File: config.mk
export PLATFORM = sky130hd
export DESIGN_NAME = base64_stream_encoder_flat
export DESIGN_NICKNAME = d
export VERILOG_FILES = /design/src/rtl/b64e_pkg.sv /design/src/rtl/b64e_if.sv /design/src/rtl/b64e_front.sv /design/src/rtl/b64e_fifo.sv /design/src/rtl/b64e_back.sv /design/src/rtl/base64_stream_encoder.sv /design/src/flat_wrapper.sv
export VERILOG_INCLUDE_DIRS = /design/src /design/src/rtl
export SDC_FILE = /design/constraint.sdc
export NUM_CORES = 1
export LEC_CHECK = 0
export BUFFER_PORTS_ARGS = -buffer_cell sky130_fd_sc_hd__clkbuf_2
export CORE_UTILIZATION = 49
export CTS_CLUSTER_SIZE = 30
export DETAILED_ROUTE_END_ITERATION = 8
export GPL_ROUTABILITY_DRIVEN = 0
export GPL_TIMING_DRIVEN = 0
export HOLD_SLACK_MARGIN = 0.08
export MAX_ROUTING_LAYER = met4
export PLACE_DENSITY_LB_ADDON = 0.08
export SYNTH_ARGS = -nofsm -noshare
export SYNTH_HDL_FRONTEND = slang
export SYNTH_HIERARCHICAL = 1
export SYNTH_SLANG_ARGS = --single-unit
File: constraint.sdc
create_clock -name clk -period 9.2 [get_ports clk]
set_input_delay 1.84 -clock clk [delete_from_list [all_inputs] [get_ports clk]]
set_output_delay 1.84 -clock clk [all_outputs]
set_load 0.02 [all_outputs]
File: src/rtl/assert_macros.svh
// assertion helpers used by base64_stream_encoder
`ifndef ASSERT_MACROS_SVH
`define ASSERT_MACROS_SVH

// check on every rising edge outside reset
`define ASSERT_CLK_RST(lbl, clk, rst, prop, msg) \
  lbl: assert property (@(posedge clk) disable iff (rst) prop) else $error(msg);

// check on every rising edge, reset included
`define ASSERT_CLK(lbl, clk, prop, msg) \
  lbl: assert property (@(posedge clk) prop) else $error(msg);

`endif

File: src/rtl/b64e_pkg.sv
// ----------------------------------------------------------------------------
// b64e_pkg
// types, constants and the sextet-to-ascii map of the base64 stream encoder
// ----------------------------------------------------------------------------
`default_nettype none

package b64e_pkg;

  localparam logic [7:0] PAD_CHAR   = 8'd61;
  localparam logic [7:0] PLUS_CHAR  = 8'd43;
  localparam logic [7:0] SLASH_CHAR = 8'd47;
  localparam logic [7:0] UPPER_BASE = 8'd65;
  localparam logic [7:0] LOWER_OFFS = 8'd71;
  localparam logic [7:0] DIGIT_OFFS = 8'd4;
  localparam logic [5:0] LAST_UPPER = 6'd25;
  localparam logic [5:0] LAST_LOWER = 6'd51;
  localparam logic [5:0] LAST_DIGIT = 6'd61;
  localparam logic [5:0] PLUS_CODE  = 6'd62;

  // one group of up to three bytes, msb first
  typedef struct packed {
    logic [23:0] bits;
    logic [1:0]  nbytes;
    logic        last;
  } grp_t;

  function automatic logic [7:0] sextet_char(input logic [5:0] v);
    logic [7:0] wide;
    wide = {2'b00, v};
    if (v <= LAST_UPPER) begin
      sextet_char = UPPER_BASE + wide;
    end else if (v <= LAST_LOWER) begin
      sextet_char = LOWER_OFFS + wide;
    end else if (v <= LAST_DIGIT) begin
      sextet_char = wide - DIGIT_OFFS;
    end else if (v == PLUS_CODE) begin
      sextet_char = PLUS_CHAR;
    end else begin
      sextet_char = SLASH_CHAR;
    end
  endfunction

endpackage

`default_nettype wire

File: src/rtl/b64e_if.sv
// ----------------------------------------------------------------------------
// b64e_if
// valid/ready channels for raw bytes in and base64 characters out
// ----------------------------------------------------------------------------
`default_nettype none

interface b64e_byte_if;
  logic       valid;
  logic       ready;
  logic [7:0] data_byte;
  logic       last_byte;

  modport source (output valid, output data_byte, output last_byte, input ready);
  modport sink (input valid, input data_byte, input last_byte, output ready);
endinterface

interface b64e_char_if;
  logic       valid;
  logic       ready;
  logic [7:0] out_char;
  logic       last_char;

  modport source (output valid, output out_char, output last_char, input ready);
  modport sink (input valid, input out_char, input last_char, output ready);
endinterface

`default_nettype wire

File: src/rtl/b64e_front.sv
// ----------------------------------------------------------------------------
// b64e_front
// collects bytes into groups of up to three and pushes each full or final group
// ----------------------------------------------------------------------------
`default_nettype none

module b64e_front (
  input  wire logic           clk,
  input  wire logic           rst,
  b64e_byte_if.sink           in_ch,
  input  wire logic           full,
  output logic                push,
  output b64e_pkg::grp_t      push_grp
);

  logic [7:0] pb0;
  logic [7:0] pb1;
  logic [1:0] cnt;
  logic       store;
  logic       accept;

  // bytes that only get stored never need queue room
  assign store       = !in_ch.last_byte && (cnt < 2'd2);
  assign in_ch.ready = !full || store;
  assign accept      = in_ch.valid && in_ch.ready;
  assign push        = accept && !store;

  always_comb begin
    push_grp.last   = in_ch.last_byte;
    push_grp.nbytes = cnt + 2'd1;
    case (cnt)
      2'd0:    push_grp.bits = {in_ch.data_byte, 16'h0000};
      2'd1:    push_grp.bits = {pb0, in_ch.data_byte, 8'h00};
      default: push_grp.bits = {pb0, pb1, in_ch.data_byte};
    endcase
  end

  always_ff @(posedge clk) begin
    if (rst) begin
      cnt <= 2'd0;
      pb0 <= 8'h00;
      pb1 <= 8'h00;
    end else if (accept) begin
      if (store) begin
        cnt <= cnt + 2'd1;
        if (cnt == 2'd0) begin
          pb0 <= in_ch.data_byte;
        end else begin
          pb1 <= in_ch.data_byte;
        end
      end else begin
        cnt <= 2'd0;
        pb0 <= 8'h00;
        pb1 <= 8'h00;
      end
    end
  end

endmodule

`default_nettype wire

File: src/rtl/b64e_fifo.sv
// ----------------------------------------------------------------------------
// b64e_fifo
// two-entry group queue between the byte side and the character side
// ----------------------------------------------------------------------------
`default_nettype none

module b64e_fifo (
  input  wire logic           clk,
  input  wire logic           rst,
  input  wire logic           push,
  input  wire b64e_pkg::grp_t push_grp,
  output logic                full,
  input  wire logic           pop,
  output logic                head_valid,
  output b64e_pkg::grp_t      head
);

  b64e_pkg::grp_t slot [2];
  logic           wr_ptr;
  logic           rd_ptr;
  logic [1:0]     level;
  logic           do_push;
  logic           do_pop;

  assign full       = (level == 2'd2);
  assign head_valid = (level != 2'd0);
  assign head       = slot[rd_ptr];
  assign do_push    = push && !full;
  assign do_pop     = pop && head_valid;

  always_ff @(posedge clk) begin
    if (do_push) begin
      slot[wr_ptr] <= push_grp;
    end
  end

  always_ff @(posedge clk) begin
    if (rst) begin
      wr_ptr <= 1'b0;
      rd_ptr <= 1'b0;
      level  <= 2'd0;
    end else begin
      if (do_push) begin
        wr_ptr <= !wr_ptr;
      end
      if (do_pop) begin
        rd_ptr <= !rd_ptr;
      end
      case ({do_push, do_pop})
        2'b10:   level <= level + 2'd1;
        2'b01:   level <= level - 2'd1;
        default: level <= level;
      endcase
    end
  end

endmodule

`default_nettype wire

File: src/rtl/b64e_back.sv
// ----------------------------------------------------------------------------
// b64e_back
// turns the head group into four characters, one per cycle unless out_ch
// stalls, into an output register
// ----------------------------------------------------------------------------
`default_nettype none

module b64e_back (
  input  wire logic           clk,
  input  wire logic           rst,
  input  wire logic           head_valid,
  input  wire b64e_pkg::grp_t head,
  output logic                pop,
  b64e_char_if.source         out_ch
);

  logic [1:0] idx;
  logic       out_valid;
  logic [7:0] out_char;
  logic       out_last;
  logic       load;
  logic [7:0] char_next;
  logic       last_next;

  assign load = head_valid && (!out_valid || out_ch.ready);
  assign pop  = load && (idx == 2'd3);

  always_comb begin
    last_next = 1'b0;
    case (idx)
      2'd0: char_next = b64e_pkg::sextet_char(head.bits[23:18]);
      2'd1: char_next = b64e_pkg::sextet_char(head.bits[17:12]);
      2'd2: begin
        char_next = (head.nbytes >= 2'd2) ? b64e_pkg::sextet_char(head.bits[11:6])
                                          : b64e_pkg::PAD_CHAR;
      end
      default: begin
        char_next = (head.nbytes == 2'd3) ? b64e_pkg::sextet_char(head.bits[5:0])
                                          : b64e_pkg::PAD_CHAR;
        last_next = head.last;
      end
    endcase
  end

  always_ff @(posedge clk) begin
    if (rst) begin
      idx       <= 2'd0;
      out_valid <= 1'b0;
    end else if (load) begin
      idx       <= idx + 2'd1;
      out_valid <= 1'b1;
    end else if (out_ch.ready) begin
      out_valid <= 1'b0;
    end
  end

  always_ff @(posedge clk) begin
    if (load) begin
      out_char <= char_next;
      out_last <= last_next;
    end
  end

  assign out_ch.valid     = out_valid;
  assign out_ch.out_char  = out_char;
  assign out_ch.last_char = out_last;

endmodule

`default_nettype wire

File: src/rtl/base64_stream_encoder.sv
// ----------------------------------------------------------------------------
// base64_stream_encoder
// streaming base64 encoder, one byte in and one character out per request
//
// in_ch carries one message byte per request, last_byte set on the final
// byte. out_ch carries one ascii character per request, last_char set on
// the final character of the message, '=' pads included.
// bytes are taken one per cycle while the two-entry group queue has room;
// the first two bytes of a group are taken even with the queue full, unless
// one is the final byte. each full or final group becomes four characters,
// one per cycle while out_ch is ready, so the single-character output
// register sets the steady rate. with an empty queue the first character of
// a group passes through the queue slot and the output register to out_ch.
// reset clears the pending bytes, the queue and the output register; no
// character is presented in the cycle after reset.
// when out_ch stalls the output register holds, the queue fills and in_ch
// drops ready once a group needs a free slot.
// ----------------------------------------------------------------------------
`default_nettype none
`include "assert_macros.svh"

module base64_stream_encoder (
  input  wire logic   clk,
  input  wire logic   rst,
  b64e_byte_if.sink   in_ch,
  b64e_char_if.source out_ch
);

  logic           q_push;
  logic           q_full;
  logic           q_pop;
  logic           q_valid;
  b64e_pkg::grp_t q_in;
  b64e_pkg::grp_t q_head;

  b64e_front u_front (
    .clk      (clk),
    .rst      (rst),
    .in_ch    (in_ch),
    .full     (q_full),
    .push     (q_push),
    .push_grp (q_in)
  );

  b64e_fifo u_fifo (
    .clk        (clk),
    .rst        (rst),
    .push       (q_push),
    .push_grp   (q_in),
    .full       (q_full),
    .pop        (q_pop),
    .head_valid (q_valid),
    .head       (q_head)
  );

  b64e_back u_back (
    .clk        (clk),
    .rst        (rst),
    .head_valid (q_valid),
    .head       (q_head),
    .pop        (q_pop),
    .out_ch     (out_ch)
  );

  `ASSERT_CLK_RST(a_no_push_full, clk, rst, q_push |-> !q_full, "group pushed into full queue")
  `ASSERT_CLK_RST(a_no_pop_empty, clk, rst, q_pop |-> q_valid, "group popped from empty queue")
  `ASSERT_CLK_RST(a_room_ready, clk, rst, !q_full |-> in_ch.ready, "input stalled with queue room")
  `ASSERT_CLK(a_quiet_reset, clk, $past(rst) |-> !out_ch.valid, "output valid right after reset")

endmodule

`default_nettype wire

File: src/flat_wrapper.sv
// flat-port wrapper written by rule: the top's interface ports become plain ports
module base64_stream_encoder_flat 
  (clk, rst, in_ch_valid, in_ch_data_byte, in_ch_last_byte, in_ch_ready, out_ch_valid, out_ch_out_char, out_ch_last_char, out_ch_ready);
  b64e_byte_if in_ch_i ();
  b64e_char_if out_ch_i ();
  input  wire logic clk;
  input  wire logic rst;
  input wire logic [$bits(in_ch_i.valid)-1:0] in_ch_valid;
  input wire logic [$bits(in_ch_i.data_byte)-1:0] in_ch_data_byte;
  input wire logic [$bits(in_ch_i.last_byte)-1:0] in_ch_last_byte;
  output wire logic [$bits(in_ch_i.ready)-1:0] in_ch_ready;
  output wire logic [$bits(out_ch_i.valid)-1:0] out_ch_valid;
  output wire logic [$bits(out_ch_i.out_char)-1:0] out_ch_out_char;
  output wire logic [$bits(out_ch_i.last_char)-1:0] out_ch_last_char;
  input wire logic [$bits(out_ch_i.ready)-1:0] out_ch_ready;
  assign in_ch_i.valid = in_ch_valid;
  assign in_ch_i.data_byte = in_ch_data_byte;
  assign in_ch_i.last_byte = in_ch_last_byte;
  assign in_ch_ready = in_ch_i.ready;
  assign out_ch_valid = out_ch_i.valid;
  assign out_ch_out_char = out_ch_i.out_char;
  assign out_ch_last_char = out_ch_i.last_char;
  assign out_ch_i.ready = out_ch_ready;
  base64_stream_encoder u_core (.clk(clk), .rst(rst), .in_ch(in_ch_i), .out_ch(out_ch_i));
endmodule
==> results.yml <==
sta:
  min_period_over_period_pct: 47.30
  fmax_ghz: 0.2298
  relSlewSlack_pct: 15.97
  finalSetupTns_ns: 0
  max_slew.worst_pin.slew_ns: 1.260
  clock_skew_ns: 0.009045
  fin_crit_ns: 4.352
  hold_viol: 0
  slew_viol_final: 0
  finalSetupViolations: 0
  grt_setup_unrepaired: "false"
  holdWs_ns: 0.4789
synth:
  syn_area_um2: 5720
  yosysTopAreaCellShare_pct: 33.07
  synth_seq_cells: 89
  ys.flop_type: "edfxtp_1"
  yosysWarnings: 6
  synth_top_area_cell: "edfxtp_1"
  synth_nets: 622
  synth_area_leaders: "edfxtp_1 (33%), ha_1 (9.6%), dfxtp_1 (9.1%)"
  syn_avg_cell_area_um2: 10.12
  synth-async-reset-ratio_pct: 0
  synth_sequential_area_ratio_pct: 42.17
  syn_inst: 565
  synth_edf_count: 63
  synth_cell_types: 70
worst_setup_path:
  critical_path_arrival_ns: 2.51
  path_cells: "clkbuf_2, o21ai_4, clkbuf_2"
  worst_ep_required_time_ns: 7.36
  cp_common_cell: "clkbuf_2"
  end_kind: "output pin"
  crit_fanout: 6
  criticalPathCategory: "in -> out"
  r2r_end: "u_core/u_back/out_ch.out_char[3]$_DFFE_PP_"
  slowest_stage: "o21ai_4"
  cp_num_buf_inv: 2
  reg2reg_slack_ns: 5.65
  critPathMaxStageDelay_ns: 0.27
  r2r_cells: 12
  cp_top_family: "buffers and inverters"
  startpoint_type: "input pin"
worst_hold_path:
  hold_depth: 2
  hold_path.class: "reg -> reg"
  min_from: "u_core/u_front/pb1[0]$_SDFFE_PP0P_"
  worstHoldEndpoint: "u_core/u_front/pb1[0]$_SDFFE_PP0P_"
clock_tree:
  numClockSinks: 89
  clockBufferDepth: 2
  clock-root-buffer: "clkbuf_16"
  cts-buffers-inserted: 9
  clk_latency_ns: 0.35
  post_cts_buffers: 0
  cts_resized: 0
  htreeDepth: 3
  cts_hold_buf: 0
  cts_tree: "yes"
  clk_pin_slew_ns: 0.06
floorplanning:
  fp.dieW_um: 110.1
  start_util_pct: 50.10
  die_h_um: 110.1
  io_pins: 24
  die_area_um2: 12110
  row_count: 39
  core_area_um2: 11420
placed_design:
  portBuffers: 23
  dp_hpwl_um: 9671
grt:
  antenna_found_initial: 0
  grt_pass1_wl_um: 20640
  grt_max_degree: 28
  grt_pass1_vias: 4120
  grt_usage_pct: 23.48
  grt_overflow: 0
layout:
  antenna_cells: 0
  drive_above_1_share_pct: 14.57
  nets: 656
  final_util_pct: 55.42
  areaGrowthSynthToFinish_pct: 10.63
run_status:
  status: "finished, final reports clean"
power_and_ir_drop:
  power_density_nw_per_um2: 165.9
  ir_worst_vdd_uv: 88.22
  leakage_nw: 2.502
route:
  avgViaCountPerCell: 5.742
  drt_first_pass_iters: 5
  drt_iter0_markers: 207
  vias: 4289
  post_drt_wl_per_cell_um: 17.16
  postRouteAntennaNets: 0
  routed_wl_um: 12820
  drc: 0
run:
  maxCapViolCount: 0
-- worst register-to-register path, stage by stage (launching register included) --
cell and delay, ns:
dfxtp_1 0.30, buf_2 0.23, buf_2 0.31, mux2_2 0.44, clkbuf_1 0.21, inv_1 0.11
ha_1 0.18, a21bo_2 0.17, nand3_1 0.25, o211a_1 0.20, o31a_1 0.30, a311oi_1 0.45
a2bb2oi_1 0.15
-- stage by stage --
stage / worst slack, ns / cell area (um^2) / std cells / total power, mW
after floorplan: 5.262 / 5720 / 565 / 0.6162
after CTS: 4.840 / 6329 / 747 / 1.057
after detailed placement: 4.856 / 6015 / 731 / 0.6707
after global placement: 4.869 / 6015 / 731 / 0.6655
final: 4.848 / 6329 / 747 / 1.050
after global routing: 4.826 / 6329 / 747 / 1.098
-- registers in the layout, indices dropped and copies added, names as in the netlist, named ones only --
signal                          cells
u_core/u_back/idx                   2
u_core/u_back/out_ch.last_char      1
u_core/u_back/out_ch.out_char       8
u_core/u_back/out_ch.valid          1
u_core/u_fifo/level                 2
u_core/u_fifo/rd_ptr                1
u_core/u_fifo/slot                 54
u_core/u_fifo/wr_ptr                1
u_core/u_front/cnt                  2
u_core/u_front/pb0                  8
u_core/u_front/pb1                  8
-- synth_stat cells (4+ instances only) --
| library cell | n |
|---|---|
| mux2_1 | 11 |
| mux2i_1 | 20 |
| o21a_1 | 4 |
| dfxtp_1 | 26 |
| nand2b_1 | 13 |
| nand3_1 | 13 |
| nor2_1 | 28 |
| xnor2_1 | 9 |
| o21ai_0 | 26 |
| a21oi_1 | 35 |
| o211ai_1 | 6 |
| o2111ai_1 | 4 |
| xor2_1 | 8 |
| o211a_1 | 4 |
| edfxtp_1 | 63 |
| clkbuf_1 | 9 |
| a31oi_1 | 4 |
| nand4_1 | 4 |
| ha_1 | 44 |
| nor3_1 | 7 |
| buf_2 | 10 |
| or2b_1 | 8 |
| and3_1 | 5 |
| and2_1 | 12 |
| a32oi_1 | 4 |
| inv_1 | 33 |
| nand2_1 | 64 |
| o221ai_1 | 4 |
| or3_1 | 5 |
| mux2_2 | 17 |
| nor2b_1 | 4 |
-- how the worst max path moves through the flow --
stage,startpoint,end,depth (start not counted)
6_report,in_ch_last_byte,in_ch_ready,3
5_1_grt,in_ch_last_byte,in_ch_ready,3
3_5_place_dp,in_ch_last_byte,in_ch_ready,3
4_1_cts,in_ch_last_byte,in_ch_ready,3
2_1_floorplan,in_ch_last_byte,in_ch_ready,1
3_3_place_gp,in_ch_last_byte,in_ch_ready,3
-- cell families (layout without fill, tap and decap cells) --
group | after synthesis | after routing | synth area share [%]
adder cells (fa/ha/maj) | 44 | 44 | 9.624
AND/OR/NAND/NOR | 176 | 176 | 15.51
XOR/XNOR | 17 | 17 | 2.603
flip-flops | 89 | 89 | 42.17
buffers and inverters | 56 | 95 | 4.090
multiplexers | 48 | 48 | 9.011
AO/OA/AOI/OAI | 135 | 135 | 17.00
-- report_power, final --
| part | internal [mW] | switching [mW] | total (mW) |
|---|---|---|---|
| Combinational | 0.0732 | 0.126 | 0.199 |
| Clock | 0.227 | 0.159 | 0.386 |
| Sequential | 0.458 | 0.00735 | 0.465 |
-- cell usage in the layout, fill, tap and decap left out, drive strengths merged, types with 26 or more instances in the layout --
cell type / instances
nand2: 65
edfxtp: 63
ha: 44
clkbuf: 42
inv: 36
a21oi: 35
nor2: 28
o21ai: 28
mux2: 28
dfxtp: 26
-- routing by layer --
layer	GRT usage [%]	vias up	share of wire, %
met4	9.810	0	2.4
met5	-	-	0
met3	4.115	20	4.2
li1	-	2137	-
met1	29.75	2025	46
met2	37.14	107	47
-- final cells by class --
cell class	instances	area, um^2
Sequential cell	89	2412
Clock buffer	10	250.2
Fill cell	1072	5090
Timing Repair Buffer	23	115.1
Tap cell	143	178.9
Clock inverter	6	63.81
Buffer	21	102.6
Multi-Input combinational cell	420	3074
Inverter	35	131.4
Power figures use the tool's default switching activity.
